[src/design/ctlex_pkg.sv]
// ============================================================================
// ctlex_pkg: shared types and constants of the calculator token lexer
// Lexer modes, token kinds, the result record and character codes.
// ============================================================================
package ctlex_pkg;

  // Token length cap and position counter width
  localparam int MAX_TOKEN_LEN = 255;
  localparam int POS_BITS      = 16;
  localparam logic [7:0] LEN_CAP = 8'((MAX_TOKEN_LEN > 255) ? 255 : MAX_TOKEN_LEN);

  // Result queue depth; three slots must be free before a character is lexed
  localparam int RES_DEPTH = 4;
  localparam int RES_PTR_W = $clog2(RES_DEPTH);
  localparam int RES_CNT_W = $clog2(RES_DEPTH + 1);
  localparam int MAX_RES   = 3;

  // Character codes
  localparam logic [7:0] CH_DOT   = 8'h2E;
  localparam logic [7:0] CH_E     = 8'h65;
  localparam logic [7:0] CH_B     = 8'h62;
  localparam logic [7:0] CH_X     = 8'h78;
  localparam logic [7:0] CH_PLUS  = 8'h2B;
  localparam logic [7:0] CH_MINUS = 8'h2D;
  localparam logic [7:0] CH_BSL   = 8'h5C;
  localparam logic [7:0] CH_UNDER = 8'h5F;
  localparam logic [7:0] CH_EQ    = 8'h3D;
  localparam logic [7:0] CH_BAR   = 8'h7C;
  localparam logic [7:0] CH_SLASH = 8'h2F;
  localparam logic [7:0] CH_AMP   = 8'h26;
  localparam logic [7:0] CH_STAR  = 8'h2A;
  localparam logic [7:0] CH_LT    = 8'h3C;
  localparam logic [7:0] CH_GT    = 8'h3E;
  localparam logic [7:0] CH_BANG  = 8'h21;
  localparam logic [7:0] CH_PCT   = 8'h25;
  localparam logic [7:0] CH_COMMA = 8'h2C;
  localparam logic [7:0] CH_SEMI  = 8'h3B;
  localparam logic [7:0] CH_CARET = 8'h5E;
  localparam logic [7:0] CH_LBRC  = 8'h7B;
  localparam logic [7:0] CH_RBRC  = 8'h7D;
  localparam logic [7:0] CH_ZERO  = 8'h30;
  localparam logic [7:0] CH_ONE   = 8'h31;
  localparam logic [7:0] CH_SPACE = 8'h20;

  // Lexer modes
  typedef enum logic [3:0] {
    MODE_IDLE, MODE_IDENT, MODE_RESERVED, MODE_SYMWAIT,
    MODE_DOT, MODE_ZERO, MODE_DIGIT, MODE_HEXX, MODE_HEX, MODE_BINB, MODE_BIN,
    MODE_FLOAT, MODE_E, MODE_EPM, MODE_EXP
  } mode_t;

  // Token kinds
  typedef enum logic [3:0] {
    KIND_DEC     = 4'd0,
    KIND_HEX     = 4'd1,
    KIND_BIN     = 4'd2,
    KIND_FLOAT   = 4'd3,
    KIND_IDENT   = 4'd4,
    KIND_RESV    = 4'd5,
    KIND_SYMBOL  = 4'd6,
    KIND_END     = 4'd7,
    KIND_BADNUM  = 4'd8,
    KIND_BADSYM  = 4'd9
  } kind_t;

  // One token record
  typedef struct packed {
    kind_t       kind;
    logic [15:0] start;
    logic [7:0]  length;
    logic [7:0]  lead;
    logic        last;
  } rec_t;

  // Records produced by one lexed character
  typedef struct packed {
    logic [1:0]           cnt;
    rec_t [MAX_RES-1:0]   recs;
  } push_t;

  // Low 16 bits of a position, zero-extended when the counter is narrower
  function automatic logic [15:0] pos_to_start(logic [POS_BITS-1:0] p);
    logic [POS_BITS+15:0] ext;
    ext = {16'b0, p};
    return ext[15:0];
  endfunction

endpackage

[src/design/ctlex_lexer.sv]
// ============================================================================
// ctlex_lexer: character stage and lexer state
// Holds one character in an input register and lexes it in a single pass,
// producing up to three token records for the result queue.
// ============================================================================
module ctlex_lexer (
  input  logic                clk,
  input  logic                rst_n,
  input  logic                in_valid,
  output logic                in_ready,
  input  logic [7:0]          in_char_code,
  input  logic                in_end_of_text,
  input  logic                push_ok,
  output ctlex_pkg::push_t    push
);
  import ctlex_pkg::*;

  // Input register
  logic       stg_v_r, stg_v_nxt;
  logic [7:0] stg_char_r;
  logic       stg_eot_r;

  // Lexer state
  mode_t                mode_r, mode_nxt;
  logic [7:0]           pend_r, pend_nxt;
  logic [POS_BITS-1:0]  start_r, start_nxt;
  logic [7:0]           len_r, len_nxt;
  logic [POS_BITS-1:0]  pos_r, pos_nxt;

  logic go;

  // Character classes
  function automatic logic is_dig(logic [7:0] c);
    return (c >= 8'h30) && (c <= 8'h39);
  endfunction

  function automatic logic is_alpha(logic [7:0] c);
    return ((c >= 8'h61) && (c <= 8'h7A)) || ((c >= 8'h41) && (c <= 8'h5A));
  endfunction

  function automatic logic is_space(logic [7:0] c);
    return (c == CH_SPACE) || ((c >= 8'd9) && (c <= 8'd13));
  endfunction

  function automatic logic is_hex(logic [7:0] c);
    logic [7:0] lc;
    lc = c | 8'h20;
    return is_dig(c) || ((lc >= 8'h61) && (lc <= 8'h66));
  endfunction

  function automatic logic is_num_mode(mode_t m);
    return (m >= MODE_DOT) && (m <= MODE_EXP);
  endfunction

  // Number DFA step; MODE_IDLE means the character ends the literal
  function automatic mode_t number_next(mode_t m, logic [7:0] c);
    logic [7:0] lc;
    mode_t      n;
    lc = c | 8'h20;
    n  = MODE_IDLE;
    unique case (m)
      MODE_DOT, MODE_FLOAT: begin
        if (lc == CH_E) n = MODE_E;
        else if (is_dig(c)) n = MODE_FLOAT;
      end
      MODE_ZERO: begin
        if (c == CH_DOT) n = MODE_DOT;
        else if (lc == CH_E) n = MODE_E;
        else if (lc == CH_B) n = MODE_BINB;
        else if (lc == CH_X) n = MODE_HEXX;
        else if (is_dig(c)) n = MODE_DIGIT;
      end
      MODE_DIGIT: begin
        if (c == CH_DOT) n = MODE_DOT;
        else if (lc == CH_E) n = MODE_E;
        else if (is_dig(c)) n = MODE_DIGIT;
      end
      MODE_HEXX, MODE_HEX: begin
        if (is_hex(c)) n = MODE_HEX;
      end
      MODE_BINB, MODE_BIN: begin
        if ((c == CH_ZERO) || (c == CH_ONE)) n = MODE_BIN;
      end
      MODE_E: begin
        if (is_dig(c)) n = MODE_EXP;
        else if ((c == CH_PLUS) || (c == CH_MINUS)) n = MODE_EPM;
      end
      MODE_EPM, MODE_EXP: begin
        if (is_dig(c)) n = MODE_EXP;
      end
      default: n = MODE_IDLE;
    endcase
    return n;
  endfunction

  // Kind given when the open token closes
  function automatic kind_t close_kind(mode_t m);
    kind_t k;
    unique case (m)
      MODE_IDENT:             k = KIND_IDENT;
      MODE_RESERVED:          k = KIND_RESV;
      MODE_SYMWAIT:           k = KIND_SYMBOL;
      MODE_ZERO, MODE_DIGIT:  k = KIND_DEC;
      MODE_HEX:               k = KIND_HEX;
      MODE_BIN:               k = KIND_BIN;
      MODE_FLOAT, MODE_EXP:   k = KIND_FLOAT;
      default:                k = KIND_BADNUM;
    endcase
    return k;
  endfunction

  function automatic logic is_open(mode_t m);
    return m != MODE_IDLE;
  endfunction

  function automatic logic pairs_with(logic [7:0] lead, logic [7:0] c);
    logic p;
    unique case (lead)
      CH_AMP, CH_STAR, CH_SLASH, CH_BAR: p = (c == lead);
      CH_LT, CH_EQ, CH_GT:               p = (c == CH_EQ);
      default:                           p = 1'b0;
    endcase
    return p;
  endfunction

  // Handshake: the stage drains when the queue has room for a full burst
  assign go       = stg_v_r && push_ok;
  assign in_ready = !stg_v_r || push_ok;

  always_comb begin
    stg_v_nxt = stg_v_r;
    if (go) stg_v_nxt = 1'b0;
    if (in_valid && in_ready) stg_v_nxt = 1'b1;
  end

  always_ff @(posedge clk) begin
    if (!rst_n) begin
      stg_v_r <= 1'b0;
    end else begin
      stg_v_r <= stg_v_nxt;
    end
  end

  always_ff @(posedge clk) begin
    if (in_valid && in_ready) begin
      stg_char_r <= in_char_code;
      stg_eot_r  <= in_end_of_text;
    end
  end

  // Single-pass lex of the staged character
  logic [7:0]          c;
  logic [7:0]          grown;
  logic                cls_v, fresh_go, fresh_v, ecls_v;
  rec_t                cls_rec, fresh_rec, ecls_rec, end_rec;
  mode_t               mid_mode, num_n;
  logic [7:0]          mid_pend, mid_len;
  logic [POS_BITS-1:0] mid_start, pos_inc;
  logic [3:0]          cand_v;
  rec_t [3:0]          cand;
  rec_t [MAX_RES-1:0]  slot;
  logic [1:0]          n;

  always_comb begin
    c         = stg_char_r;
    grown     = (len_r < LEN_CAP) ? len_r + 8'd1 : len_r;
    pos_inc   = pos_r + POS_BITS'(1);
    num_n     = number_next(mode_r, c);
    cls_v     = 1'b0;
    fresh_go  = 1'b0;
    fresh_v   = 1'b0;
    mid_mode  = mode_r;
    mid_pend  = pend_r;
    mid_len   = len_r;
    mid_start = start_r;

    cls_rec.kind   = close_kind(mode_r);
    cls_rec.start  = pos_to_start(start_r);
    cls_rec.length = (mode_r == MODE_SYMWAIT) ? 8'd1 : len_r;
    cls_rec.lead   = pend_r;
    cls_rec.last   = 1'b0;

    // Continue or close the open token
    if ((mode_r == MODE_IDENT) || (mode_r == MODE_RESERVED)) begin
      if (is_alpha(c) || is_dig(c) || (c == CH_UNDER)) begin
        mid_len = grown;
      end else begin
        cls_v    = 1'b1;
        fresh_go = 1'b1;
      end
    end else if (mode_r == MODE_SYMWAIT) begin
      cls_v = 1'b1;
      if (pairs_with(pend_r, c)) begin
        cls_rec.length = 8'd2;
        mid_mode       = MODE_IDLE;
        mid_len        = 8'd0;
      end else begin
        fresh_go = 1'b1;
      end
    end else if (is_num_mode(mode_r)) begin
      if (num_n != MODE_IDLE) begin
        mid_mode = num_n;
        mid_len  = grown;
      end else begin
        cls_v    = 1'b1;
        fresh_go = 1'b1;
      end
    end else begin
      fresh_go = 1'b1;
    end

    // Fresh lex of the character
    fresh_rec.kind   = KIND_BADSYM;
    fresh_rec.start  = pos_to_start(pos_r);
    fresh_rec.length = 8'd1;
    fresh_rec.lead   = c;
    fresh_rec.last   = 1'b0;
    if (fresh_go) begin
      mid_mode = MODE_IDLE;
      mid_len  = 8'd0;
      if (is_space(c)) begin
        mid_mode = MODE_IDLE;
      end else if (is_dig(c) || (c == CH_BSL) || is_alpha(c) || (c == CH_UNDER) ||
                   (c == CH_AMP) || (c == CH_STAR) || (c == CH_SLASH) ||
                   (c == CH_LT) || (c == CH_EQ) || (c == CH_GT) || (c == CH_BAR)) begin
        priority if (is_dig(c))
          mid_mode = (c == CH_ZERO) ? MODE_ZERO : MODE_DIGIT;
        else if (c == CH_BSL)
          mid_mode = MODE_RESERVED;
        else if (is_alpha(c) || (c == CH_UNDER))
          mid_mode = MODE_IDENT;
        else
          mid_mode = MODE_SYMWAIT;
        mid_start = pos_r;
        mid_len   = 8'd1;
        mid_pend  = c;
      end else begin
        fresh_v = 1'b1;
        if ((c == CH_BANG) || (c == CH_PCT) || (c == CH_PLUS) || (c == CH_COMMA) ||
            (c == CH_MINUS) || (c == CH_SEMI) || (c == CH_CARET) ||
            (c == CH_LBRC) || (c == CH_RBRC)) begin
          fresh_rec.kind = KIND_SYMBOL;
        end
      end
    end

    // End of text: close what is open, then the end token
    ecls_v          = stg_eot_r && is_open(mid_mode);
    ecls_rec.kind   = close_kind(mid_mode);
    ecls_rec.start  = pos_to_start(mid_start);
    ecls_rec.length = (mid_mode == MODE_SYMWAIT) ? 8'd1 : mid_len;
    ecls_rec.lead   = mid_pend;
    ecls_rec.last   = 1'b0;
    end_rec.kind    = KIND_END;
    end_rec.start   = pos_to_start(pos_inc);
    end_rec.length  = 8'd0;
    end_rec.lead    = 8'd0;
    end_rec.last    = 1'b0;

    // Pack valid records in text order
    cand_v = {stg_eot_r, ecls_v, fresh_v, cls_v};
    cand   = {end_rec, ecls_rec, fresh_rec, cls_rec};
    slot   = '0;
    n      = 2'd0;
    for (int i = 0; i < 4; i++) begin
      if (cand_v[i] && (n != 2'd3)) begin
        slot[n] = cand[i];
        n       = n + 2'd1;
      end
    end
    if (n != 2'd0) slot[n - 2'd1].last = 1'b1;

    push.cnt  = go ? n : 2'd0;
    push.recs = slot;

    // Next state
    if (stg_eot_r) begin
      mode_nxt  = MODE_IDLE;
      pend_nxt  = 8'd0;
      start_nxt = '0;
      len_nxt   = 8'd0;
      pos_nxt   = '0;
    end else begin
      mode_nxt  = mid_mode;
      pend_nxt  = mid_pend;
      start_nxt = mid_start;
      len_nxt   = mid_len;
      pos_nxt   = pos_inc;
    end
  end

  // State registers
  always_ff @(posedge clk) begin
    if (!rst_n) begin
      mode_r  <= MODE_IDLE;
      pend_r  <= 8'd0;
      start_r <= '0;
      len_r   <= 8'd0;
      pos_r   <= '0;
    end else if (go) begin
      mode_r  <= mode_nxt;
      pend_r  <= pend_nxt;
      start_r <= start_nxt;
      len_r   <= len_nxt;
      pos_r   <= pos_nxt;
    end
  end

endmodule

[src/design/ctlex_res_queue.sv]
// ============================================================================
// ctlex_res_queue: token record queue
// Takes up to three records per cycle and hands them out one per request.
// ============================================================================
module ctlex_res_queue (
  input  logic              clk,
  input  logic              rst_n,
  input  ctlex_pkg::push_t  push,
  output logic              push_ok,
  output logic              out_valid,
  input  logic              out_ready,
  output ctlex_pkg::rec_t   head
);
  import ctlex_pkg::*;

  rec_t                 mem [RES_DEPTH];
  logic [RES_PTR_W-1:0] wr_ptr_r, wr_ptr_nxt;
  logic [RES_PTR_W-1:0] rd_ptr_r, rd_ptr_nxt;
  logic [RES_CNT_W-1:0] cnt_r, cnt_nxt;
  logic                 pop;

  // Room for a full burst of records
  assign push_ok   = cnt_r <= RES_CNT_W'(RES_DEPTH - MAX_RES);
  assign out_valid = cnt_r != '0;
  assign pop       = out_valid && out_ready;
  assign head      = mem[rd_ptr_r];

  always_comb begin
    wr_ptr_nxt = wr_ptr_r + RES_PTR_W'(push.cnt);
    rd_ptr_nxt = rd_ptr_r + RES_PTR_W'(pop);
    cnt_nxt    = cnt_r + RES_CNT_W'(push.cnt) - RES_CNT_W'(pop);
  end

  always_ff @(posedge clk) begin
    if (!rst_n) begin
      wr_ptr_r <= '0;
      rd_ptr_r <= '0;
      cnt_r    <= '0;
    end else begin
      wr_ptr_r <= wr_ptr_nxt;
      rd_ptr_r <= rd_ptr_nxt;
      cnt_r    <= cnt_nxt;
    end
  end

  // Burst write at consecutive slots
  always_ff @(posedge clk) begin
    for (int i = 0; i < MAX_RES; i++) begin
      if (2'(i) < push.cnt) mem[wr_ptr_r + RES_PTR_W'(i)] <= push.recs[i];
    end
  end

endmodule

[src/design/calculator_token_lexer_top.sv]
// ============================================================================
// calculator_token_lexer_top: streaming calculator expression lexer
// One character per request in; token records (kind, start, length, lead
// character, last-of-run flag) out, zero to three per character.
// ----------------------------------------------------------------------------
// Channel | Ports                                        | Dir
// in      | in_valid/in_ready, in_char_code, in_end_of_text | input
// out     | out_valid/out_ready, out_token_kind, out_token_start,
//         | out_token_length, out_lead_char, out_last_of_run | output
//
// One character per cycle while the queue has room: a staged character is
// lexed in one pass and its records enter a four-entry queue. The stage
// advances while the queue holds at most one record, so a character giving
// two or three tokens can stall the input. Records are registered in the queue.
// Reset (synchronous, rst_n low) empties stage and queue and returns to idle.
// A stalled output keeps its record; input flows while the queue holds at
// most one record.
// ============================================================================
module calculator_token_lexer_top (
  input  logic        clk,
  input  logic        rst_n,
  input  logic        in_valid,
  output logic        in_ready,
  input  logic [7:0]  in_char_code,
  input  logic        in_end_of_text,
  output logic        out_valid,
  input  logic        out_ready,
  output logic [3:0]  out_token_kind,
  output logic [15:0] out_token_start,
  output logic [7:0]  out_token_length,
  output logic [7:0]  out_lead_char,
  output logic        out_last_of_run
);
  import ctlex_pkg::*;

  push_t push;
  logic  push_ok;
  rec_t  head;

  ctlex_lexer u_lexer (
    .clk            (clk),
    .rst_n          (rst_n),
    .in_valid       (in_valid),
    .in_ready       (in_ready),
    .in_char_code   (in_char_code),
    .in_end_of_text (in_end_of_text),
    .push_ok        (push_ok),
    .push           (push)
  );

  ctlex_res_queue u_queue (
    .clk       (clk),
    .rst_n     (rst_n),
    .push      (push),
    .push_ok   (push_ok),
    .out_valid (out_valid),
    .out_ready (out_ready),
    .head      (head)
  );

  assign out_token_kind   = head.kind;
  assign out_token_start  = head.start;
  assign out_token_length = head.length;
  assign out_lead_char    = head.lead;
  assign out_last_of_run  = head.last;

endmodule

[config.mk]
export PLATFORM = sky130hd
export DESIGN_NAME = calculator_token_lexer_top
export DESIGN_NICKNAME = d
export VERILOG_FILES = /design/src/design/ctlex_pkg.sv /design/src/design/ctlex_lexer.sv /design/src/design/ctlex_res_queue.sv /design/src/design/calculator_token_lexer_top.sv
export SDC_FILE = /design/constraint.sdc
export NUM_CORES = 1
export LEC_CHECK = 0
export BUFFER_PORTS_ARGS = -buffer_cell sky130_fd_sc_hd__buf_2
export CAP_MARGIN = 20
export CORE_MARGIN = 8
export CORE_UTILIZATION = 51
export DETAILED_ROUTE_END_ITERATION = 10
export PLACE_DENSITY = 0.68
export REMOVE_ABC_BUFFERS = 1
export SYNTH_ARGS = -nofsm -noshare
export SYNTH_HDL_FRONTEND = slang
export SYNTH_SLANG_ARGS = --single-unit
export TNS_END_PERCENT = 30
[constraint.sdc]
create_clock -name clk -period 9.6 [get_ports clk]
set_input_delay 1.44 -clock clk [delete_from_list [all_inputs] [get_ports clk]]
set_output_delay 1.44 -clock clk [all_outputs]
set_load 0.02 [all_outputs]
# Yosys cells after proc, flatten, opt, wreduce, memory -nomap -nowiden

Memories as Yosys holds them, arrays and structs flattened. A register that Yosys moved wholly into a read port is not among the register bits.
Index checks and enable logic that the tools add are counted.
W data, S select, Z words.

Bits in registers: 69
RAM bits: 148
ROM bits: 128
Bits of input ports: 13
Output and inout bits: 39
Logic and storage cells: 264
Memories kept: 3

Memory list:

| memory          | depth | bits a word | rd ports | clocked after memory_dff | write ports | RTL line              | text |
|---|---|---|---|---|---|---|---|
| u_queue.mem     | 4     | 37          | 1        | 1                        | 3           | ctlex_res_queue.sv:16 | `rec_t mem [RES_DEPTH];` |
| (no name shown) | 16    | 4           | 1        | 1                        | 0           | ctlex_lexer.sv:99     | `unique case (m)` |
| (no name shown) | 16    | 4           | 1        | 0                        | 0           | ctlex_lexer.sv:99     |  |

Add/subtract/negate cells: 12
$lt $le $gt $ge: 25
Eq/ne operators: 51
Multiplexer cells: 105
Reduce and logical (&&, ||, !) cells: 57

Operators with widths:

| operator                | number |
|---|---|
| $bwmux W111             | 4 |
| $mux W111               | 4 |
| $demux W37 S2           | 4 |
| $eq A8 B6 Y1 const B    | 22 |
| $mux W8                 | 19 |
| $mux W37                | 4 |
| $mux W4                 | 30 |
| $mux W16                | 5 |
| $eq A8 B7 Y1 const B    | 7 |
| $eq A4 B4 Y1 const B    | 7 |
| $logic_or A1 B1 Y1      | 28 |
| $pmux W4 S7             | 1 |
| $mux W1                 | 25 |
| $ge A8 B7 Y1 const B    | 3 |
| $le A8 B7 Y1 const B    | 3 |
| $eq A7 B6 Y1 const B    | 3 |
| $logic_and A1 B1 Y1     | 17 |
| $add A16 B1 Y16 const B | 1 |
| $eq A4 B3 Y1 const B    | 4 |
| $mux W2                 | 7 |
| $eq A4 B2 Y1 const B    | 3 |
| $lt A2 B3 Y1 const B    | 3 |
| $add A8 B1 Y8 const B   | 1 |
| $eq A8 B8 Y1            | 1 |
| 33 further kinds        | 44 |

# Depth between registers and ports, before layout

Depth in word-level cells: 30
Mapped depth: 34
Depth with buffers taken out: 27

# Cells and area by module

Synthesis repeated with hierarchy kept, for this count alone.

Cells, all modules: 1815
Area total of the unflattened synthesis: 15412.3 µm²

Modules (own cells, without submodules):

| module          | instances | cells each | area an instance (µm²) | sequential area each (µm²) |
|---|---|---|---|---|
| ctlex_res_queue | 1         | 907        | 8928.6                 | 4584.4 |
| ctlex_lexer     | 1         | 908        | 6483.7                 | 1411.4 |

# Least setup slack after synthesis

No wires, ideal clock.

Path kind: reg-to-reg
Start: register u_lexer.stg_char_r[4] (netlist: u_lexer.c[4])
End: memory u_queue.mem[2][0] (netlist name) (enable)
Setup time: 0.483 ns
Arrival time: 7.824 ns
Required time: 9.117 ns
Slack: 1.294 ns
Stages on the path, launching flop included: 29
Buffers on the path: 4
Clock period less this slack: 8.306 ns
Path through: edfxtp_1 > buf_2 > buf_1 > xnor2_1 > nand4b_1 > or3_1 > o21bai_1 > o2bb2ai_1 > nor2_2 > buf_2 > nand2_1 > o21ai_0 > inv_1 > ha_1 > nand2_1 > nor3_1 > nand2_1 > nand2_1 > inv_1 > o21ai_0 > inv_1 > ha_1 > or4_1 > o221ai_1 > a21oi_2 > buf_2 > o21ai_0 > a21oi_1 > o21ai_0

RTL lines:

| item                   | RTL line              | text |
|---|---|---|
| start, declared        | ctlex_lexer.sv:20     | `logic [7:0] stg_char_r;` |
| start signal, assigned | ctlex_lexer.sv:146    | `stg_char_r <= in_char_code;` |
| end, declared          | ctlex_res_queue.sv:16 |  |

==> flow_metrics.tcl <==
set metrics [dict create \
    total_power_mw 3.583 \
    post_cts_buffers 0 \
    leakage_power_nw 5.865 \
    crit_start "u_lexer.c[3]" \
    clk_pin_slew_worst_paths_ns 0.06 \
    final_cell_area_um2 16730 \
    core-area_um2 29640 \
    cts.sinks 221 \
    number_of_enable_type_register_cells_in_the_synthesized_netlist 157 \
    synth.avg_cell_area_um2 8.937 \
    synth.top_cells.by_count "nand2_1 (252), edfxtp_1 (157), nor2_1 (122)" \
    share_of_layout_cells_above_drive_strength_1 0.1273 \
    crit_path_max_fanout 30 \
    kind_of_critical_path "flop to flop" \
    seq_power_share 0.360 \
    globalRoute.totalOverflow 0 \
    cts-buffers-inserted 25 \
    cts_tree "yes" \
    result_of_the_run "complete, no violations" \
    maxSlewHeadroom 0.2397 \
    synth.lib_cells_used.distinct 94 \
    postSynth.topFlopCell "edfxtp_1" \
    hold_viol_final 0 \
    timing.final.crit_period_ns 8.888 \
    route.detailed.vias_per_inst 6.927 \
    firstDrtPassIters 7 \
    setup_total_negative_slack_ns 0 \
    drv_cap 0 \
    finalClockSkew_ns 0.01732 \
    num-nets-final 1731 \
    routabilityCongestion 1.031 \
    die_y_um 189.6 \
    grt_start_max_net_pins 64 \
    via_count 14570 \
    first_pass_grt_wire_length_um 82550 \
    clock_power_share 0.278 \
    dpl.cell_count 2055 \
    post-route-period-util 0.9258 \
    worst-endpoint-arrival_ns 9.20 \
    synthesis.instances 1720 \
    finish.cell_count_without_fillers 2104 \
    slew_violations 0 \
    pwr_density_cell_nw_per_um2 214.2 \
    io-pin-count 52 \
    postSynth.asyncResetShare 0 \
    timing.rr.start "u_lexer.c[3]" \
    route.antenna.remaining_nets 0 \
    switching_share 0.3673 \
    synth_most_common_cell "nand2_1" \
    postCtsResizedCells 0 \
    max_clock_freq_mhz 112.5 \
    initial_core_util 0.5187 \
    synth_warnings 0 \
    worst_setup_path_start_kind "flop" \
    clock-root-buffer "clkbuf_16" \
    first_global_vias 13460 \
    holdBufCountCts 0 \
    hold-worst-slack_ns 0.5673 \
    synth_area_um2 15370 \
    first_iter_violations 2490 \
    netlist.top_cell.by_area "edfxtp_1" \
    worst_hold_path_type "flop to flop" \
    hold_path.startpoint "u_lexer.stg_v_r" \
    row_count 63 \
    cell_internal_pwr_mw 2.267 \
    rsz0062_at_grt "false" \
    critPathRequiredTime_ns 9.91 \
    dpl-instance-area_um2 15850 \
    postSynthRegisterBits 221 \
    drt_drc_violations_left 0 \
    power.net_switching_mw 1.316 \
    areaGrowthSynthToFinish_pct 8.831 \
    cts.path.max_buffers 3 \
    tightestPinTransition_ns 1.140 \
    clock_insertion_delay_worst_skew_ns 0.56 \
    critical_path.endpoint_type "flop" \
    synth_area_leaders "edfxtp_1 (31%), dfxtp_1 (8.3%), nand2_1 (6.2%)" \
    netlist.area_leader.share 0.3067 \
    die-width_um 189.6 \
    antenna_found_initial 1 \
    post_drt_wl_per_cell_um 25.82 \
    grt_util_all_layers 0.2925 \
    synth-seq-area-share 0.3900 \
    routed_wirelength_um 54340 \
    placement.io_buffers 51 \
    floorplan.die_area_um2 35950 \
    final_setup_violation_count 0 \
    combPwrFrac 0.362 \
    htreeDepth 1 \
    ir_drop_v 0.0001307 \
    dpl.hpwl_um 37250 \
]
[metrics by stage]
step / util / setup slack (ns)
floorplan: - / 1.164
global placement: 0.5344 / 1.347
detailed placement: 0.5348 / 1.053
global route: 0.5644 / 0.05287
finish: 0.5645 / 0.7121
CTS: 0.5633 / 1.038
[critical path, cell delays in order (launching register included)]
cell and delay [ns]:
edfxtp_1 0.97, nand2_1 0.30, nor4bb_1 0.42, o311ai_1 0.14
nand3_1 0.49, nor2_1 0.35, a211oi_1 0.29, o21ai_0 0.21
inv_1 0.19, ha_1 0.19, nand2_1 0.12, nor3_1 0.54
nand2_1 0.21, nand2_1 0.16, inv_1 0.06, o21ai_0 0.31
inv_1 0.14, ha_1 0.31, nor2b_1 0.48, nor2_1 0.12
and3_1 0.24, nor4b_2 0.54, nand2_1 0.64, o21ai_1 0.70
buf_4 0.30, o21bai_1 0.07, o2bb2ai_1 0.12
[area by class of cell]
class / count / area (um2)
Fill cell: 2691 / 12910
Clock buffer: 32 / 671.9
Sequential cell: 221 / 5998
Antenna cell: 1 / 2.502
Clock inverter: 14 / 172.7
Tap cell: 390 / 488.0
Timing Repair Buffer: 100 / 643.1
Inverter: 41 / 153.9
Multi-Input combinational cell: 1305 / 8600
[path summary, 6_finish.rpt]
kind	to	slack (ns)	cells after the start
min	u_lexer.stg_v_r	0.57	2
min reg2reg	u_lexer.stg_v_r	0.57	2
max	u_queue.mem[2][13]	0.71	26
max reg2reg	u_queue.mem[2][13]	0.71	26
[power by group through the flow]
stage                     sequential, mW  clock (mW)  combinational (mW)
after floorplan                     1.32           0               0.808
after global placement              1.30           0                1.27
after detailed placement            1.31           0                1.28
after CTS                           1.29        1.01                1.28
after global routing                1.30        1.04                1.38
final                               1.29       0.996                1.30
[cell families (layout without fill, tap and decap cells)]
group,Yosys count,count (layout),share of synthesized area
fa+ha+maj,24,24,0.02002
mux,75,75,0.07944
other cells,0,1,0
simple gates,644,644,0.2031
compound gates,532,532,0.2373
xor+xnor,30,30,0.01709
buf+inv,194,187,0.05307
flops,221,221,0.3900
[sequential cells by signal (all words and copies together) (netlist names)]
signal and flops:
u_lexer.c 8, u_lexer.pos_r 16, u_queue.rd_ptr_r 2, u_queue.cnt_r 3, u_lexer.start_r 16, u_lexer.len_r 8
u_lexer.mode_r 4, u_lexer.cand 4, u_lexer.pend_r 8, u_lexer.stg_eot_r 1, u_lexer.stg_v_r 1, u_queue.mem 148
u_queue.wr_ptr_r 2
[metal layers]
metal | track usage | routed length [um] | up-vias
met4 | 0.08148 | 1725 | 0
met3 | 0.06390 | 7049 | 149
met1 | 0.4200 | 22230 | 6911
met2 | 0.4393 | 23330 | 1083
met5 | 0 | 0 | -
li1 | - | - | 6431
[layout by cell type (no fill, tap or decap), types with 8 or more instances in the layout]
cell         n
or3_1        9
clkbuf_16   25
and3_1      20
o22ai_1     38
nor2_1     121
a21oi_1    114
ha_1        23
a221o_1     13
nand2b_1    13
a22o_1      30
dfxtp_1     62
nand2_1    251
o2bb2ai_1   12
mux2i_1     32
a211oi_1    11
mux4_2      37
nor2b_1     49
xor2_1       8
and2_1      32
o31ai_1      8
nor3_1      35
xnor2_1     22
o21ai_0     80
o21ai_1      8
a22oi_1     54
nand3_1     52
buf_2       51
inv_1       41
buf_4       46
o221ai_1    39
edfxtp_1   157
a31oi_1     44
(Power assumes the default switching activity.)
